`src/rtl/core/fpd_pkg.sv`:
```
// Shared types and constants for the 16.16 saturating divider.
package fpd_pkg;

  localparam int unsigned WordW    = 32;
  localparam int unsigned FracBits = 16;
  localparam int unsigned SatShift = 14;
  // Unsaturated quotients stay below 2^(FracBits + SatShift)
  localparam int unsigned QuotW    = FracBits + SatShift;

  localparam logic [WordW-1:0] MostNeg = {1'b1, {(WordW-1){1'b0}}};
  localparam logic [WordW-1:0] MostPos = {1'b0, {(WordW-1){1'b1}}};

  typedef struct packed {
    logic signed [WordW-1:0] dividend;
    logic signed [WordW-1:0] divisor;
  } fpd_in_t;

  typedef struct packed {
    logic signed [WordW-1:0] quotient;
    logic                    saturated;
  } fpd_out_t;

  // State carried between divider stages
  typedef struct packed {
    logic             valid;
    logic             differ;
    logic             sat;
    logic [WordW-1:0] ua;
    logic [WordW-1:0] ub;
    logic [WordW-1:0] rem;
    logic [QuotW-1:0] quo;
  } fpd_work_t;

endpackage

```
`src/rtl/core/fpd_prep.sv`:
```
// Input stage: operand magnitudes, sign and overflow check.
module fpd_prep import fpd_pkg::*; (
  input  logic      clk_i,
  input  logic      rst_ni,
  input  logic      en_i,
  input  logic      valid_i,
  input  fpd_in_t   data_i,
  output fpd_work_t work_o
);

  logic [WordW-1:0] a, b, ua, ub;
  logic [WordW-SatShift-1:0] ua_hi;
  logic      valid_q;
  fpd_work_t work_d, work_q;

  always_comb begin
    a      = data_i.dividend;
    b      = data_i.divisor;
    ua     = a[WordW-1] ? (~a + 1'b1) : a;
    ub     = b[WordW-1] ? (~b + 1'b1) : b;
    ua_hi  = ua[WordW-1:SatShift];
    work_d.valid  = valid_i;
    work_d.differ = a[WordW-1] ^ b[WordW-1];
    work_d.sat    = {{SatShift{1'b0}}, ua_hi} >= ub;
    work_d.ua     = ua;
    work_d.ub     = ub;
    // Leading quotient bits are zero when not saturated: start from ua >> SatShift
    work_d.rem    = {{SatShift{1'b0}}, ua_hi};
    work_d.quo    = '0;
  end

  always_ff @(posedge clk_i or negedge rst_ni) begin
    if (!rst_ni) begin
      valid_q <= 1'b0;
    end else if (en_i) begin
      valid_q <= work_d.valid;
    end
  end

  always_ff @(posedge clk_i) begin
    if (en_i) begin
      work_q <= work_d;
    end
  end

  // Take the valid bit from the reset register
  always_comb begin
    work_o       = work_q;
    work_o.valid = valid_q;
  end

endmodule

```
`config.mk`:
```
export PLATFORM = sky130hd
export DESIGN_NAME = fpd_prep
export DESIGN_NICKNAME = d
export VERILOG_FILES = /design/src/rtl/core/fpd_pkg.sv /design/src/rtl/core/fpd_prep.sv
export SDC_FILE = /design/constraint.sdc
export NUM_CORES = 1
export LEC_CHECK = 0
export BUFFER_PORTS_ARGS = -buffer_cell sky130_fd_sc_hd__buf_2
export CAP_MARGIN = 20
export CORE_MARGIN = 2
export CORE_UTILIZATION = 43
export CTS_BUF_LIST = sky130_fd_sc_hd__clkbuf_2 sky130_fd_sc_hd__clkbuf_4 sky130_fd_sc_hd__clkbuf_8
export DETAILED_ROUTE_END_ITERATION = 12
export PLACE_DENSITY = 0.74
export REMOVE_ABC_BUFFERS = 1
export SLEW_MARGIN = 0
export SYNTH_ARGS = -nofsm -noshare
export SYNTH_HDL_FRONTEND = slang
export SYNTH_SLANG_ARGS = --single-unit
```
`constraint.sdc`:
```
create_clock -name clk_i -period 2.1 [get_ports clk_i]
set_input_delay 0.42 -clock clk_i [delete_from_list [all_inputs] [get_ports clk_i]]
set_output_delay 0.42 -clock clk_i [all_outputs]
set_load 0.1 [all_outputs]
```
==> results of run 1 <==
## cells in the mapped netlist, types with 2 or more instances
library cell / n
a21o_1: 3
a21oi_1: 3
buf_4: 63
clkbuf_1: 10
edfxtp_1: 66
ha_1: 20
inv_1: 23
nand2_1: 28
nand2b_1: 7
nand3_1: 4
nand4_1: 4
nor2_1: 7
nor2b_1: 2
nor3_1: 8
nor4_1: 10
o21ai_0: 18
o31ai_1: 21
o41ai_1: 7
or3_1: 5
or4_1: 10
or4_4: 2
xnor2_1: 43
xor2_1: 16
## per-layer routing
| metal | GRT usage (%) | share of wire (%) | vias up |
|---|---|---|---|
| met5 | 0 | 0 | - |
| met4 | 12.8 | 4.8 | 0 |
| met3 | 4.76 | 7.8 | 58 |
| met2 | 40.4 | 51 | 260 |
| met1 | 26.3 | 37 | 2093 |
| li1 | - | - | 1965 |
## state kept, by name, indices dropped and copies added (netlist names)
signal   count
work_o      66
valid_q      1
## power breakdown
part | switching (mW) | internal, mW | leakage, nW | total [mW]
combinational | 2.11 | 0.570 | 2.44 | 2.68
sequential | 0.0457 | 1.64 | 0.657 | 1.68
clock | 0.536 | 0.823 | 0.123 | 1.36
total | 2.69 | 3.03 | 3.21 | 5.72
## final cells by class
type	instances	area [sq um]	share of cell area (%)
sequential	67	2010	28.5
clock buffer	10	138	1.95
clock inverter	6	111	1.58
tap	136	170	2.42
inverter	23	86.3	1.23
timing repair buffer	305	1990	28.3
multi-input combinational	286	2540	36.1
## path summary, 6_finish.rpt
path                       slack, ns           to  cells past startpoint
max                            -1.31  work_o[126]                     13
min                             0.29      valid_q                      2
max reg2reg                     1.36      valid_q                      1
min reg2reg                     0.51      valid_q                      1
max in group asynchronous       1.66      valid_q                      2
min in group asynchronous       0.36      valid_q                      2
## through the flow
step	cell area, sq um	setup TNS, ns	utilization [%]	std cells
5_1_grt	7050	-6.28	69.5	833
3_5_place_dp	6010	-16.71	59.2	798
3_3_place_gp	6010	-15.89	59.2	798
6_report	7050	-5.12	69.5	833
2_1_floorplan	4060	-5.08	-	376
4_1_cts	6660	-2.87	65.7	821
## repair_timing
action | in CTS | in global routing
setup endpoints to repair | 21 | 31
buffers inserted | 9 | 12
hold buffers | 1 | 0
endpoints found under the hold margin | 1 | 0
pin swaps | 30 | 35
resized for setup | 64 | 46
## logic make-up after synthesis
group	share of synthesized area [%]
simple gates	12.4
flops	45.4
compound gates	10.7
other cells	0.0849
xor+xnor	11.7
mux	0.255
fa+ha+maj	5.66
buf+inv	13.8
## worst max-delay path, cell delays in order
cell,delay [ns]
buf_6,0.10
or4_4,0.56
nor3_4,0.18
buf_6,0.14
buf_4,0.11
nand3_4,0.10
o31ai_4,0.28
xnor2_2,0.12
ha_1,0.32
nand4_1,0.12
or3_4,0.41
a311o_1,0.37
a2111oi_2,0.34
==> out/results.txt, run 1 <==
outcome = finished with violations
failing checks = setup timing
Core Area = 10100 sq um
kind of critical path = in -> reg
# DRC = 0
clock buffer depth = 2
ys flop type = edfxtp_1
Worst Min Path Start = valid_i
vias in the first global route = 4133
worst hold slack = 0.294 ns
Slew @ Worst Pin = 0.644 ns
fill count = 669
row count = 37
library cells used by synthesis = 50
Die W = 105 um
Area Overhead vs Synth = 59.5%
routed wire length = 14.8 mm
Tightest Hold Check Type = in -> reg
Max VDD drop = 0.000570 V
vias per cell = 5.25
nets@finish = 780
Root Buffer = clkbuf_8
total track usage = 23.1%
global-route wire length before repair = 20.0 mm
DR iter-0 viols = 321
GPL Wtd Cong = 0.904
PnR Total Power = 5.72 mW
RSZ-0062 raised after global routing = yes
drt first pass iters = 5
Critical Path Fanout Max = 3
post-route minimum period = 3.41 ns
antenna violations before repair = 0
Setup crit start kind = input pin
detailed placer's ending HPWL = 9.67 mm
area leader, netlist = edfxtp_1
share of flip-flops with an asynchronous set or reset = 1.49%
share of the synthesized area in the top cell type = 44.9%
Ports = 197
WP data required = 2.28 ns
CP endpoint kind = flip-flop
Pwr per Cell Area = 812 nW/um^2
P_leak = 3.21 nW
Peak Freq = 0.294 GHz
htree depth = 3
reg-to-reg startpoint = valid_q
Die Ht = 105 um
Cell Area, Synth = 4420 sq um
period utilisation layout = 162%
sequential fraction of the synthesis area = 45.4%
leading cell type in the layout, fill and taps excluded = buf_2
DRT antenna net count = 0
largest cells by area after synthesis = edfxtp_1 (45%), buf_4 (11%), xnor2_1 (8.5%)
clk_lat worst skew = 0.36 ns
Synth Register Bits = 67
total die area = 11100 sq um
max-slew violation count = 0
Synth Instances = 407
IO buf count = 152
Fin. Hold Viols = 0
antenna cells = 0
pre-CTS WS = -1.72 ns
EDFF count, synth = 66
final setup margin = -1.31 ns
GR Overflow Total = 0
WL/cell = 17.7 um
Arr. time, crit path = 3.58 ns
CP Launch Point = data_i[39]
CTS tree = yes
largest net degree at the start of global routing = 31
layout cells sized above 1 = 56.2%
commonest non-fill, non-tap cells in the layout = buf_2 (148), buf_4 (142), edfxtp_1 (66)
Sink Count = 67
Max Cap Viol = 0
via count = 4376
Worst slew margin = 56.7%
CTS Buf Count = 9
CTS clock-pin slew for the worst setup and hold paths = 0.08 ns
Final setup viols = 21
Syn Area/Cell = 10.9 sq um
clk_skew = 0 ns
Warnings, synthesis = 0
Initial Utilization = 43.6%
Note: power is estimated with default switching activity, not from simulation.
==> run 2: changes to the inputs <==
- CORE_UTILIZATION: 43 -> 34
- PLACE_DENSITY: 0.74 -> not set
==> run 2 against run 1 <==
Against the previous run: the run still ends with setup timing left; clock skew did not move; final cell count rose by 5.2%; clock-buffer cell count rose by 1; clock power fell by 12%; combinational power fell by 4%; critical endpoint unchanged; sequential share of layout area rose by 0.50 points; non-clock buffer count rose by 6; total power fell by 4.5%; via count fell by 7.4%; register-to-register slack got worse by 0.02 ns; sequential power barely moved; sequential cell count did not move.
==> out/results.txt, run 2 (synthesis results as in run 1) <==
WL/cell = 14.6 um
GPL Wtd Cong = 0.859
GR Overflow Total = 0
drt first pass iters = 4
Reg2Reg Depth = 1
outcome = finished with violations
# DRC = 0
Pwr per Cell Area = 788 nW/um^2
delay-heaviest family, CP = simple AND/OR/NAND/NOR gates
CP endpoint kind = flip-flop
leading cell type in the layout, fill and taps excluded = buf_2
Multi-input gate area = 2350 sq um
clk_lat worst skew = 0.35 ns
Sequential Area = 2010 sq um
CTS clock-pin slew for the worst setup and hold paths = 0.07 ns
Hold Path Sink = valid_q
layout cells sized above 1 = 54.2%
CTS tree = yes
reg-to-reg startpoint = valid_q
P_leak = 3.14 nW
Worst slew margin = 61.4%
final setup TNS = -3.83 ns
detailed placer's ending HPWL = 9.99 mm
Peak Freq = 0.315 GHz
Fin. Hold Viols = 0
Setup crit start kind = input pin
hold depth = 2
htree depth = 3
cell with the largest stage delay on the worst path = or4_4
max-slew violation count = 0
vias per cell = 4.63
Sink Count = 67
Slew @ Worst Pin = 0.573 ns
final setup margin = -1.07 ns
kind of critical path = in -> reg
DRT antenna net count = 0
row count = 41
crit-path max cell delay = 0.53 ns
R2R Setup Slk = 1.34 ns
RSZ-0062 raised after global routing = yes
CP bufs+invs = 2
nets@finish = 786
total die area = 13900 sq um
IO buf count = 152
global-route wire length before repair = 19.5 mm
total track usage = 17.6%
Die W = 118 um
Critical Path Fanout Max = 2
Worst Min Path Start = valid_i
post-route minimum period = 3.17 ns
DR iter-0 viols = 152
period utilisation layout = 151%
CP Cell Sequence = buf_6 > or4_4 > or4_4 > or2_4 > o31ai_4 > xnor2_2 > inv_1 > ha_1 > nand2_1 > nor2_2 > nand2_1 > a311o_1 > a2111oi_2
Area Overhead vs Synth = 56.7%
commonest non-fill, non-tap cells in the layout = buf_2 (149), buf_4 (142), edfxtp_1 (66)
Die Ht = 118 um
antenna violations before repair = 1
Root Buffer = clkbuf_8
CTS Buf Count = 9
clk_skew = 0 ns
Ports = 197
r2r endpoint = valid_q
Tightest Hold Check Type = in -> reg
pre-CTS WS = -1.83 ns
routed wire length = 12.8 mm
vias in the first global route = 4011
Final setup viols = 10
Core Area = 12700 sq um
Arr. time, crit path = 3.34 ns
largest net degree at the start of global routing = 29
Max VDD drop = 0.000265 V
failing checks = setup timing
via count = 4053
number of flip-flops under the largest register name = 66
fill count = 1097
WP data required = 2.26 ns
clock buffer depth = 2
Initial Utilization = 34.9%
Max Cap Viol = 0
==> run 2: repair_timing <==
| action | CTS | global route |
|---|---|---|
| gates resized for setup | 43 | 44 |
| hold buffers | 1 | 0 |
| buffers inserted | 7 | 15 |
| endpoints found under the hold margin | 1 | 0 |
| pin swaps | 21 | 20 |
| setup endpoints to repair | 27 | 20 |
| gates cloned | 0 | 0 |
==> run 2: power by group <==
group / internal (mW) / switching, mW / leakage (nW)
combinational: 0.543 / 2.03 / 2.38
sequential: 1.64 / 0.0433 / 0.657
clock: 0.692 / 0.509 / 0.112
==> run 2: worst max path at each step <==
stage	slack (ns)	start	cells past startpoint	end
after global placement	-1.70	data_i[41]	13	work_o[126]
after floorplan	-1.57	data_i[41]	12	work_o[126]
after global routing	-1.21	data_i[2]	13	work_o[126]
after detailed placement	-1.83	data_i[41]	13	work_o[126]
after CTS	-1.11	data_i[38]	13	work_o[126]
final	-1.07	data_i[2]	13	work_o[126]
==> run 2: routing by layer <==
metal	track usage [%]	share of wire, %
met1	20.9	42
met2	30.4	49
met3	4.12	6.3
met4	7.23	2.5
met5	0	0
==> run 2: final cells by class <==
| cell class | instances | area share, % |
|---|---|---|
| clock buffers | 11 | 2.01 |
| diodes | 1 | 0.0361 |
| inverters | 23 | 1.25 |
| multi-input cells | 286 | 33.9 |
| flip-flops and latches | 67 | 29.0 |
| repair buffers | 311 | 29.6 |
| well taps | 172 | 3.11 |
| clock inverters | 5 | 1.12 |
==> run 2: stage by stage <==
step | util, % | total power, mW | instance area, sq um | hold slack (ns) | std cells
2_1_floorplan | - | 3.58 | 4060 | 0.124 | 376
3_3_place_gp | 48.2 | 4.19 | 6110 | 0.194 | 842
3_5_place_dp | 48.2 | 4.20 | 6110 | 0.202 | 842
4_1_cts | 52.2 | 5.46 | 6610 | 0.287 | 865
5_1_grt | 54.6 | 5.64 | 6920 | 0.291 | 876
6_report | 54.6 | 5.46 | 6920 | 0.305 | 876
