## src/rtl/core/fpd_pkg.sv

```systemverilog
// Shared types and constants for the 16.16 saturating divider.
package fpd_pkg;

  localparam int unsigned WordW    = 32;
  localparam int unsigned FracBits = 16;
  localparam int unsigned SatShift = 14;
  // Unsaturated quotients stay below 2^(FracBits + SatShift)
  localparam int unsigned QuotW    = FracBits + SatShift;

  localparam logic [WordW-1:0] MostNeg = {1'b1, {(WordW-1){1'b0}}};
  localparam logic [WordW-1:0] MostPos = {1'b0, {(WordW-1){1'b1}}};

  typedef struct packed {
    logic signed [WordW-1:0] dividend;
    logic signed [WordW-1:0] divisor;
  } fpd_in_t;

  typedef struct packed {
    logic signed [WordW-1:0] quotient;
    logic                    saturated;
  } fpd_out_t;

  // State carried between divider stages
  typedef struct packed {
    logic             valid;
    logic             differ;
    logic             sat;
    logic [WordW-1:0] ua;
    logic [WordW-1:0] ub;
    logic [WordW-1:0] rem;
    logic [QuotW-1:0] quo;
  } fpd_work_t;

endpackage

```

## src/rtl/core/fpd_post.sv

```systemverilog
// Output stage: sign restore, saturation select and output register.
module fpd_post import fpd_pkg::*; (
  input  logic      clk_i,
  input  logic      rst_ni,
  input  logic      en_i,
  input  fpd_work_t work_i,
  output logic      valid_o,
  output fpd_out_t  data_o
);

  logic [WordW-1:0] mag;
  fpd_out_t         data_d, data_q;
  logic             valid_q;

  always_comb begin
    mag = {{(WordW-QuotW){1'b0}}, work_i.quo};
    if (work_i.sat) begin
      data_d.quotient = work_i.differ ? MostNeg : MostPos;
    end else begin
      data_d.quotient = work_i.differ ? (~mag + 1'b1) : mag;
    end
    data_d.saturated = work_i.sat;
  end

  always_ff @(posedge clk_i or negedge rst_ni) begin
    if (!rst_ni) begin
      valid_q <= 1'b0;
    end else if (en_i) begin
      valid_q <= work_i.valid;
    end
  end

  always_ff @(posedge clk_i) begin
    if (en_i) begin
      data_q <= data_d;
    end
  end

  assign valid_o = valid_q;
  assign data_o  = data_q;

endmodule

```

## config.mk

```make
export PLATFORM = sky130hd
export DESIGN_NAME = fpd_post
export DESIGN_NICKNAME = d
export VERILOG_FILES = /design/src/rtl/core/fpd_pkg.sv /design/src/rtl/core/fpd_post.sv
export SDC_FILE = /design/constraint.sdc
export NUM_CORES = 1
export LEC_CHECK = 0
export ABC_AREA = 0
export BUFFER_PORTS_ARGS = -buffer_cell sky130_fd_sc_hd__buf_2
export CORE_MARGIN = 5
export CORE_UTILIZATION = 41
export DETAILED_ROUTE_END_ITERATION = 7
export GPL_TIMING_DRIVEN = 0
export HOLD_SLACK_MARGIN = 0.02
export PLACE_DENSITY = 0.92
export SYNTH_ARGS = -nofsm -noshare
export SYNTH_HDL_FRONTEND = slang
export SYNTH_SLANG_ARGS = --single-unit
```

## constraint.sdc

```tcl
create_clock -name clk_i -period 1.56 [get_ports clk_i]
set_input_delay 0.312 -clock clk_i [delete_from_list [all_inputs] [get_ports clk_i]]
set_output_delay 0.312 -clock clk_i [all_outputs]
set_load 0.01 [all_outputs]
```

==> impl_summary.log, run 1 <==
[metrics] flop and latch count out of synthesis: 34
[metrics] Critical Path Max Stage Delay: 550 ps
[metrics] die span in x: around 84 um
[metrics] Tmin final: 1800 ps
[metrics] final sum of negative setup slack: -2380 ps
[metrics] layer with the highest usage after global routing: met2
[metrics] violation count after the first detailed-routing iteration: 383
[metrics] top fanout value on the critical path: 4
[metrics] Reg clk slew, reported paths: 70 ps
[metrics] worst r2r src: valid_o
[metrics] Vert. Die Dim: 83.8 um
[metrics] Syn Std Cell Area: 0.00224 sq mm
[metrics] global-route met2 utilization: 0.330
[metrics] detail-routed via count per cell: 6.26
[metrics] Worst R2R Path Depth: 1
[metrics] number of max-capacitance violations reported: 0
[metrics] cells after synthesis: 223
[metrics] TritonCTS Buffers: 5
[metrics] Least-Margin Pin Slew: 768 ps
[metrics] Core Box Area: about 0.0052 sq mm
[metrics] die area: 0.00703 sq mm
[metrics] Unique masters post-synth: 58
[metrics] clk_skew: 0 ps
[metrics] Overflow after GRT: 0
[metrics] antenna diode count: 0
[metrics] overall global routing resource usage: 0.205
[metrics] post-route total power: 2370 uW
[metrics] Critical Path AT: around 1900 ps
[metrics] Nets: between 400 and 500
[metrics] commonest non-fill, non-tap cell in the layout: sky130_fd_sc_hd__buf_2
[metrics] DRC Markers: 0
[metrics] # clock sinks: 34
[metrics] last weighted congestion value of the routability-driven placer: 0.896
[metrics] final instance area: 0.00334 sq mm
[metrics] first-pass iteration count of the detailed router: 7
[metrics] average wire per cell in the routed design: around 21 um
[metrics] effective utilization at floorplan: 0.430
[metrics] share of the cycle needed by the critical path after routing: 1.15
[metrics] number of standard-cell rows in the floorplan: 26
[metrics] most frequent cells in the layout: sky130_fd_sc_hd__buf_2, sky130_fd_sc_hd__nor2_1, sky130_fd_sc_hd__edfxtp_1
[metrics] number of setup violations in the final report: 20
[metrics] global-route wire length before repair: 11,400 um
[metrics] portion of synthesized cell area occupied by the leading cell type: 0.443
[metrics] hold worst-path end: valid_o
[metrics] clock tree root driver cell: sky130_fd_sc_hd__clkbuf_8
[metrics] global routing usage on met1: 0.258
[metrics] violated checks: setup timing
[metrics] number of inserted filler cells in the final layout: approximately 380
[metrics] antenna violations before repair: 0
[metrics] setup slack on the worst flop-to-flop path: approximately 800 ps
[metrics] vias in the first global route: 2,284
[metrics] top_reg_cell synth: sky130_fd_sc_hd__edfxtp_1
[metrics] worst slew margin relative to its limit: 0.488
[metrics] critical register-to-register path endpoint: valid_o
[metrics] placed standard-cell area: 0.00286 sq mm
[metrics] Syn. warnings: 0
[metrics] cells along the critical path: buf_8, or4_4, or3_4, or4b_1, o211ai_1
[metrics] number of buffers inserted by port buffering: 68
[metrics] H-tree levels: 2
[metrics] clock latency reported for the late side of the worst-skew pair: 290 ps
[metrics] number of synthesized flops with an enable pin: 33
[metrics] total routed wirelength: 8210 um
[metrics] total half-perimeter wirelength after legalization and detailed placement: roughly 4500 um
[metrics] Final Non-Filler Cells: just under 400
[metrics] IR drop worst, VDD: 0.000342 V
[metrics] Seq/Total Area, Yosys: 0.454
[metrics] result of the run: finished with violations
[metrics] least setup slack across all paths after layout: -239 ps
[metrics] hold depth: 2
[metrics] leakage power summed over all cells: 0.00135 uW
[metrics] startpoint class of the critical path: input pin
[metrics] largest cells by area after synthesis: sky130_fd_sc_hd__edfxtp_1, sky130_fd_sc_hd__nor2_1, sky130_fd_sc_hd__xor2_1
[metrics] number of nets in the synthesized netlist: 356
[metrics] RSZ-0062 raised after global routing: true
[metrics] maximum count of clock buffers along a single path: 2
[metrics] Layout area overhead: 49.4%
[metrics] worst hold slack after final layout: 254 ps
[metrics] crit end category: flip-flop
[metrics] met3 GRT Util: 0.0582
[metrics] number of instances in the placed design: 361
[metrics] type of the worst min-delay path: input pin to flip-flop
[metrics] Final ANT Viol Nets: 0
[metrics] Max Fclk: around 560 MHz
[metrics] average footprint of a synthesized cell: around 10 sq um
[metrics] Final Slew Violations: 0
[metrics] power per cell area: 710 mW/mm^2
[metrics] crit path max-delay cell type: sky130_fd_sc_hd__or4_4
[metrics] required time of the worst setup path: 1680 ps
[metrics] launch point of the worst hold path: work_i[128]
[metrics] share of layout cells above drive strength 1: 0.469
[metrics] top-level port count: 166
[metrics] Final Hold Fails: 0
[metrics] CTS tree: yes
[metrics] Via Count: 2,468
[metrics] largest net degree at the start of global routing: 35
[metrics] ys async rst share: 0.0294
[metrics] cell type contributing the most total cell area after synthesis: sky130_fd_sc_hd__edfxtp_1
[metrics] type of the worst setup path: input pin to flip-flop
## Yosys cell counts, types with 6 or more instances
cell type and n:
sky130_fd_sc_hd__nand3_1 6, sky130_fd_sc_hd__a21oi_1 10, sky130_fd_sc_hd__nand2_1 8, sky130_fd_sc_hd__clkbuf_1 7, sky130_fd_sc_hd__a21o_1 6, sky130_fd_sc_hd__xor2_1 9, sky130_fd_sc_hd__o211ai_1 7, sky130_fd_sc_hd__nor2_1 37
sky130_fd_sc_hd__edfxtp_1 33, sky130_fd_sc_hd__nand2b_1 7, sky130_fd_sc_hd__nor3_1 7, sky130_fd_sc_hd__nor4_1 6
## layer usage
metal / up-vias / wire, um
met4: 0 / 405
met1: 1127 / 2950
met5: - / 0
li1: 1066 / -
met3: 54 / 997
met2: 221 / 3860
## registers in the layout, indices dropped and copies added (netlist names)
| register | count |
|---|---|
| valid_o | 1 |
| data_o | 33 |
## power breakdown
| part | total, uW | internal [uW] | switching (uW) |
|---|---|---|---|
| sequential | 1120 | 1110 | 18.3 |
| clock | 642 | 307 | 335 |
| combinational | 606 | 246 | 360 |
## final cells by class
| cell class | count | area [sq um] | share of cell area |
|---|---|---|---|
| multi-input cells | 172 | 1430 | 0.428 |
| repair buffers | 92 | 591 | 0.177 |
| clock buffers | 6 | 72.6 | 0.0217 |
| plain buffers | 13 | 97.6 | 0.0292 |
| well taps | 70 | 87.6 | 0.0262 |
| inverters | 5 | 36.3 | 0.0109 |
| flip-flops and latches | 34 | 1020 | 0.304 |
| clock inverters | 2 | 8.76 | 0.00262 |
## kinds of logic after synthesis
group	count (synthesis)	synth area share
and+or+nand+nor	103	0.266
adders and majority gates	1	0.00560
xor gates and xnor gates	9	0.0353
muxes	3	0.0140
DFF	34	0.454
buffers and inverters	18	0.0431
AOI/OAI and AO/OA	55	0.182
## critical path, delay by kind of cell
family,cells,cell delay [ps]
AND/OR/NAND/NOR,3,1380
AO/OA/AOI/OAI,1,130
buffers and inverters,1,100
## worst max path at each step
| stage | from | to | slack (ps) | depth (start not counted) |
|---|---|---|---|---|
| 3_5_place_dp | work_i[1] | data_o[15] | -610 | 7 |
| 2_1_floorplan | work_i[12] | data_o[16] | -320 | 4 |
| 4_1_cts | work_i[12] | data_o[16] | -200 | 5 |
| 6_report | work_i[12] | data_o[16] | -240 | 5 |
| 5_1_grt | work_i[12] | data_o[16] | -270 | 5 |
| 3_3_place_gp | work_i[1] | data_o[15] | -560 | 7 |
## what timing repair did
action / CTS / global route
hold buffers: 1 / 0
buffers inserted: 18 / 6
pin swaps: 24 / 9
resized for setup: 28 / 18
hold endpoints to repair: 1 / 0
cloned: 1 / 0
setup endpoints to repair: 21 / 22
## metrics by stage
step                worst slack (ps)  utilization
floorplan                       -319            -
global placement                -563        0.549
detailed placement              -608        0.549
CTS                             -200        0.619
global route                    -266        0.642
finish                          -239        0.642
Power figures use the tool's default switching activity.
==> run 2: changes to the inputs <==
CAP_MARGIN = 0   (was default)
CORE_MARGIN = 8   (was 5)
==> run 2 against run 1 <==
The run still ends with setup timing left. Critical path depth is the same. Via count shrank 0.69%. Clock skew is the same. Final cell count grew 1.5%. Setup slack gained 26 ps. Largest cell class unchanged. Sequential cell count is the same. Wire length shrank 1.5%. Combinational power grew 0.7%. Core utilization shrank 0.66 points. Register-to-register slack is essentially flat. Highest routed layer unchanged.
==> impl_summary.log, run 2 (synthesis results as in run 1) <==
[metrics] post-route total power: 2380 uW (+0.43%)
[metrics] share of layout cells above drive strength 1: 0.473 (+0.00343)
[metrics] effective utilization at floorplan: 0.416 (-0.0133)
[metrics] launch point of the worst hold path: work_i[128]
[metrics] antenna diode count: 0 (unchanged)
[metrics] die span in x: 89.8 um (+7.2%)
[metrics] Layout area overhead: 52.6%
[metrics] buffers plus inverters on the worst setup path: 1 (unchanged)
[metrics] cells along the critical path: buf_8, or4_4, or3_4, or4b_1, o211ai_1
[metrics] clk_skew: 0 ps (unchanged)
[metrics] cell family contributing the most delay on the critical path: simple AND/OR/NAND/NOR gates
[metrics] violated checks: setup timing
[metrics] die area: 0.00807 sq mm (+15%)
[metrics] Crit. Startpoint: work_i[12]
[metrics] number of setup violations in the final report: 15 (-25%)
[metrics] result of the run: finished with violations
[metrics] placed standard-cell area: 0.00286 sq mm (about the same)
[metrics] detail-routed via count per cell: 6.13 (-2.2%)
[metrics] Vert. Die Dim: 89.8 um (+7.2%)
[metrics] antenna violations before repair: 0 (unchanged)
[metrics] Final Non-Filler Cells: 400 (+1.5%)
[metrics] Core Box Area: 0.00537 sq mm (+3.2%)
[metrics] Final Hold Fails: 0 (unchanged)
[metrics] Reg clk slew, reported paths: 80 ps (about the same)
[metrics] most frequent cells in the layout: sky130_fd_sc_hd__buf_2, sky130_fd_sc_hd__nor2_1, sky130_fd_sc_hd__edfxtp_1
[metrics] first-pass iteration count of the detailed router: 6 (-1)
[metrics] average wire per cell in the routed design: 20.2 um (-3.0%)
[metrics] crit end category: flip-flop
[metrics] FF/Latch Area: 0.00102 sq mm (unchanged)
[metrics] Final Slew Violations: 0 (unchanged)
[metrics] clock tree root driver cell: sky130_fd_sc_hd__clkbuf_8
[metrics] flip-flop count of the largest register after layout: 33 (unchanged)
[metrics] commonest non-fill, non-tap cell in the layout: sky130_fd_sc_hd__buf_2
[metrics] vias in the first global route: 2,306 (+0.96%)
[metrics] type of the worst min-delay path: input pin to flip-flop
[metrics] worst r2r src: valid_o
[metrics] IR drop worst, VDD: 0.000375 V (+9.9%)
[metrics] maximum count of clock buffers along a single path: 2 (unchanged)
[metrics] final instance area: 0.00341 sq mm (+2.1%)
[metrics] RSZ-0062 raised after global routing: true
[metrics] startpoint class of the critical path: input pin
[metrics] share of the cycle needed by the critical path after routing: 1.14 (-0.0169)
[metrics] Critical Path Max Stage Delay: 550 ps (about the same)
[metrics] clock latency reported for the late side of the worst-skew pair: 280 ps (about the same)
[metrics] number of buffers inserted by port buffering: 68 (unchanged)
[metrics] overall global routing resource usage: 0.174 (-0.0317)
[metrics] leakage power summed over all cells: 0.00137 uW (+2.2%)
[metrics] worst hold slack after final layout: 252 ps (-2.84 ps)
[metrics] least setup slack across all paths after layout: -212 ps (+26.3 ps)
[metrics] last weighted congestion value of the routability-driven placer: 0.892 (-0.42%)
[metrics] Overflow after GRT: 0 (unchanged)
[metrics] # clock sinks: 34 (unchanged)
[metrics] Layout Utilization: 0.635 (-0.00661)
[metrics] Max Fclk: 564 MHz (+1.5%)
[metrics] total routed wirelength: 8090 um (-1.5%)
[metrics] top-level port count: 166 (unchanged)
[metrics] Via Count: 2,451 (-0.69%)
[metrics] worst slew margin relative to its limit: 0.489 (+0.00123)
[metrics] type of the worst setup path: input pin to flip-flop
[metrics] violation count after the first detailed-routing iteration: 323 (-16%)
[metrics] Tmin final: 1770 ps (-26.3 ps)
[metrics] power per cell area: 698 mW/mm^2 (-1.7%)
[metrics] CTS tree: yes
[metrics] largest net degree at the start of global routing: 35 (unchanged)
[metrics] crit path max-delay cell type: sky130_fd_sc_hd__or4_4
[metrics] top fanout value on the critical path: 4 (unchanged)
[metrics] H-tree levels: 2 (unchanged)
[metrics] Critical Path AT: 1900 ps (-20 ps)
[metrics] number of inserted filler cells in the final layout: 396 (+4.5%)
[metrics] global-route wire length before repair: 11,500 um (+1.2%)
[metrics] multi-input logic area: 0.00143 sq mm (about the same)
[metrics] Least-Margin Pin Slew: 766 ps (-1.85 ps)
[metrics] Final ANT Viol Nets: 0 (unchanged)
[metrics] number of instances in the placed design: 363 (+0.55%)
[metrics] DRC Markers: 0 (unchanged)
[metrics] number of standard-cell rows in the floorplan: 27 (+3.8%)
[metrics] total half-perimeter wirelength after legalization and detailed placement: 4850 um (+6.8%)
[metrics] number of max-capacitance violations reported: 0 (unchanged)
[metrics] Nets: 460 (+0.88%)
[metrics] required time of the worst setup path: 1690 ps (about the same)
[metrics] TritonCTS Buffers: 5 (unchanged)
[run 2: cell types whose count changed in the layout (fill, tap and decap cells not counted), moves of 2 or more]
cell	delta
sky130_fd_sc_hd__nor4_1	-2
sky130_fd_sc_hd__nor4_4	+2
sky130_fd_sc_hd__buf_2	-2
sky130_fd_sc_hd__buf_4	+4
sky130_fd_sc_hd__buf_12	+3
[run 2: through the flow]
stage                     TNS, ps  worst slack [ps]
after detailed placement   -12650              -551
after floorplan             -2710              -319
after global routing        -2020              -230
final                       -1390              -212
after global placement     -11920              -566
after CTS                   -1020              -223
[run 2: worst paths after layout]
kind	cells after the start	to	slack, ps
setup / recovery	5	data_o[16]	-210
hold / removal	2	valid_o	250
setup reg to reg	1	valid_o	820
hold reg to reg	1	valid_o	510
max in group asynchronous	2	valid_o	1160
min in group asynchronous	2	valid_o	320
[run 2: area by class of cell]
type,count,area share
multi-input combinational,172,0.419
sequential,34,0.298
timing repair buffer,96,0.191
buffer,13,0.0315
tap,72,0.0264
clock buffer,6,0.0213
inverter,5,0.0106
clock inverter,2,0.00257
[run 2: timing repair]
item	CTS	global route
endpoints found under the hold margin	1	0
endpoints found under the setup margin	22	21
buffers inserted	17	10
gates cloned	1	0
hold buffers	1	0
gates resized for setup	32	23
pin swaps	24	10
[run 2: power by group]
group	total [uW]	internal, uW	leakage, uW	switching, uW
Sequential	1130	1110	0.000334	22.1
Combinational	610	254	0.000998	356
Clock	644	307	0.0000426	337
Total	2380	1670	0.00137	715
[run 2: metal layers]
layer  vias up  wire length, um  track usage
met5         -                0            0
met4         0              307       0.0959
met3        41              844       0.0507
met2       178             3860        0.287
met1      1158             3080        0.197
li1       1074                -            -
==> run 3: changes to the inputs <==
--- a/config.mk
+++ b/config.mk
@@ -9,3 +9,3 @@
 export BUFFER_PORTS_ARGS = -buffer_cell sky130_fd_sc_hd__buf_2
-export CAP_MARGIN = 0
+export CAP_MARGIN = 20
 export CORE_MARGIN = 8
==> constraint.sdc (replaced) <==
create_clock -name clk_i -period 1.56 [get_ports clk_i]
set_input_delay 0.39 -clock clk_i [delete_from_list [all_inputs] [get_ports clk_i]]
set_output_delay 0.39 -clock clk_i [all_outputs]
set_load 0.01 [all_outputs]
==> run 3 against run 2 <==
The flow still finishes with violations (setup timing). Setup slack got worse by 130 ps. Clock power rose by 7.9%. Total power rose by 2.9%. Cell area rose by 2.1%. Core utilization rose by 1.3 points. Non-clock buffer count rose by 4. Clock skew did not move. Sequential power barely moved. Critical path depth did not move. Largest power group unchanged. First-iteration DRC count rose by 6.5%.
==> impl_summary.log, run 3 (synthesis results as in run 1) <==
[metrics] cells along the critical path: buf_12, or4_4, or3_4, or4b_4, o211ai_1
[metrics] overall global routing resource usage: 0.177 (+0.00354)
[metrics] die span in x: 89.8 um (unchanged)
[metrics] Critical Path Max Stage Delay: 530 ps (-20 ps)
[metrics] Final ANT Viol Nets: 0 (unchanged)
[metrics] Reg clk slew, reported paths: 70 ps (about the same)
[metrics] cell family contributing the most delay on the critical path: simple AND/OR/NAND/NOR gates
[metrics] flip-flop count of the largest register after layout: 33 (unchanged)
[metrics] detail-routed via count per cell: 6.23 (+1.7%)
[metrics] number of inserted filler cells in the final layout: 361 (-8.8%)
[metrics] die area: 0.00807 sq mm (unchanged)
[metrics] # clock sinks: 34 (unchanged)
[metrics] antenna violations before repair: 0 (unchanged)
[metrics] leakage power summed over all cells: 0.00141 uW (+2.9%)
[metrics] total routed wirelength: 8370 um (+3.4%)
[metrics] worst r2r src: valid_o
[metrics] most frequent cells in the layout: sky130_fd_sc_hd__buf_2, sky130_fd_sc_hd__nor2_1, sky130_fd_sc_hd__edfxtp_1
[metrics] first-pass iteration count of the detailed router: 6 (unchanged)
[metrics] buffers plus inverters on the worst setup path: 1 (unchanged)
[metrics] clock tree root driver cell: sky130_fd_sc_hd__clkbuf_8
[metrics] Critical Path AT: 2020 ps (+120 ps)
[metrics] maximum count of clock buffers along a single path: 2 (unchanged)
[metrics] crit path max-delay cell type: sky130_fd_sc_hd__or4_4
[metrics] number of buffers inserted by port buffering: 68 (unchanged)
[metrics] crit end category: flip-flop
[metrics] Final Non-Filler Cells: 404 (+1.0%)
[metrics] least setup slack across all paths after layout: -339 ps (-127 ps)
[metrics] required time of the worst setup path: 1680 ps (about the same)
[metrics] worst slew margin relative to its limit: 0.481 (-0.00775)
[metrics] number of max-capacitance violations reported: 0 (unchanged)
[metrics] Via Count: 2,518 (+2.7%)
[metrics] clock latency reported for the late side of the worst-skew pair: 290 ps (about the same)
[metrics] launch point of the worst hold path: work_i[128]
[metrics] Vert. Die Dim: 89.8 um (unchanged)
[metrics] startpoint class of the critical path: input pin
[metrics] Crit. Startpoint: work_i[10]
[metrics] Overflow after GRT: 0 (unchanged)
[metrics] Core Box Area: 0.00537 sq mm (unchanged)
[metrics] commonest non-fill, non-tap cell in the layout: sky130_fd_sc_hd__buf_2
[metrics] RSZ-0062 raised after global routing: true
[metrics] Final Hold Fails: 0 (unchanged)
[metrics] Tmin final: 1900 ps (+127 ps)
[metrics] type of the worst setup path: input pin to flip-flop
[metrics] type of the worst min-delay path: input pin to flip-flop
[metrics] Least-Margin Pin Slew: 778 ps (+11.6 ps)
[metrics] top-level port count: 166 (unchanged)
[metrics] TritonCTS Buffers: 5 (unchanged)
[metrics] number of standard-cell rows in the floorplan: 27 (unchanged)
[metrics] Layout area overhead: 55.7%
[metrics] Placement Setup Slack: -664 ps (-113 ps)
[metrics] violated checks: setup timing
[metrics] Final Slew Violations: 0 (unchanged)
[metrics] H-tree levels: 2 (unchanged)
[metrics] power per cell area: 704 mW/mm^2 (+0.78%)
[metrics] CTS tree: yes
[metrics] average wire per cell in the routed design: 20.7 um (+2.4%)
[metrics] top fanout value on the critical path: 7 (+3)
[metrics] total half-perimeter wirelength after legalization and detailed placement: 4770 um (-1.6%)
[metrics] number of instances in the placed design: 363 (unchanged)
[metrics] last weighted congestion value of the routability-driven placer: 0.908 (+1.8%)
[metrics] IR drop worst, VDD: 0.000379 V (+0.99%)
[metrics] result of the run: finished with violations
[metrics] worst hold slack after final layout: 329 ps (+77.6 ps)
[metrics] Nets: 464 (+0.87%)
[metrics] largest net degree at the start of global routing: 35 (unchanged)
[metrics] global-route wire length before repair: 11,800 um (+2.2%)
[metrics] effective utilization at floorplan: 0.416 (unchanged)
[metrics] share of layout cells above drive strength 1: 0.491 (+0.0184)
[metrics] clk_skew: 0 ps (unchanged)
[metrics] vias in the first global route: 2,367 (+2.6%)
[metrics] violation count after the first detailed-routing iteration: 344 (+6.5%)
[metrics] DRC Markers: 0 (unchanged)
[metrics] final sum of negative setup slack: -4070 ps (-2680 ps)
[metrics] share of the cycle needed by the critical path after routing: 1.22 (+0.0816)
[metrics] number of setup violations in the final report: 20 (+5)
[metrics] antenna diode count: 0 (unchanged)
[metrics] Max Fclk: 526 MHz (-6.7%)
[run 3: layout make-up]
cell class / count / area (sq um) / share of cell area
multi-input cells: 172 / 1460 / 0.418
clock inverters: 1 / 5.00 / 0.00144
clock buffers: 7 / 86.3 / 0.0248
flip-flops and latches: 34 / 1020 / 0.292
repair buffers: 100 / 682 / 0.196
plain buffers: 13 / 111 / 0.0320
well taps: 72 / 90.1 / 0.0259
inverters: 5 / 36.3 / 0.0104
[run 3: worst paths after layout]
kind	end	slack [ps]	depth (start not counted)
worst max-delay path	data_o[16]	-340	5
worst min-delay path	valid_o	330	2
worst max register to register	valid_o	820	1
worst min register to register	valid_o	510	1
max in group asynchronous	valid_o	1080	2
min in group asynchronous	valid_o	400	2
[run 3: timing repair]
item,CTS,global route
setup buffers,14,18
gates cloned,1,0
gates resized for setup,26,30
endpoints found under the setup margin,27,24
pin swaps,19,24
hold buffers,1,0
endpoints found under the hold margin,1,0
[run 3: per-layer routing]
| metal | track usage | share of wire | vias up |
|---|---|---|---|
| li1 | - | - | 1081 |
| met1 | 0.203 | 0.39 | 1189 |
| met2 | 0.291 | 0.46 | 200 |
| met3 | 0.0416 | 0.11 | 48 |
| met4 | 0.113 | 0.045 | 0 |
| met5 | 0 | 0 | - |
[run 3: per-stage QoR]
step / utilization / power [uW] / instance area (sq um)
finish: 0.648 / 2450 / 3480
global route: 0.648 / 2540 / 3480
CTS: 0.593 / 2380 / 3190
detailed placement: 0.536 / 1660 / 2880
global placement: 0.536 / 1650 / 2880
floorplan: - / 1410 / 2450
[run 3: where the power goes]
group	leakage (uW)	switching (uW)	internal, uW	total, uW
clock network	0.0000482	338	356	695
registers	0.000334	19.0	1110	1130
logic	0.00103	367	264	631
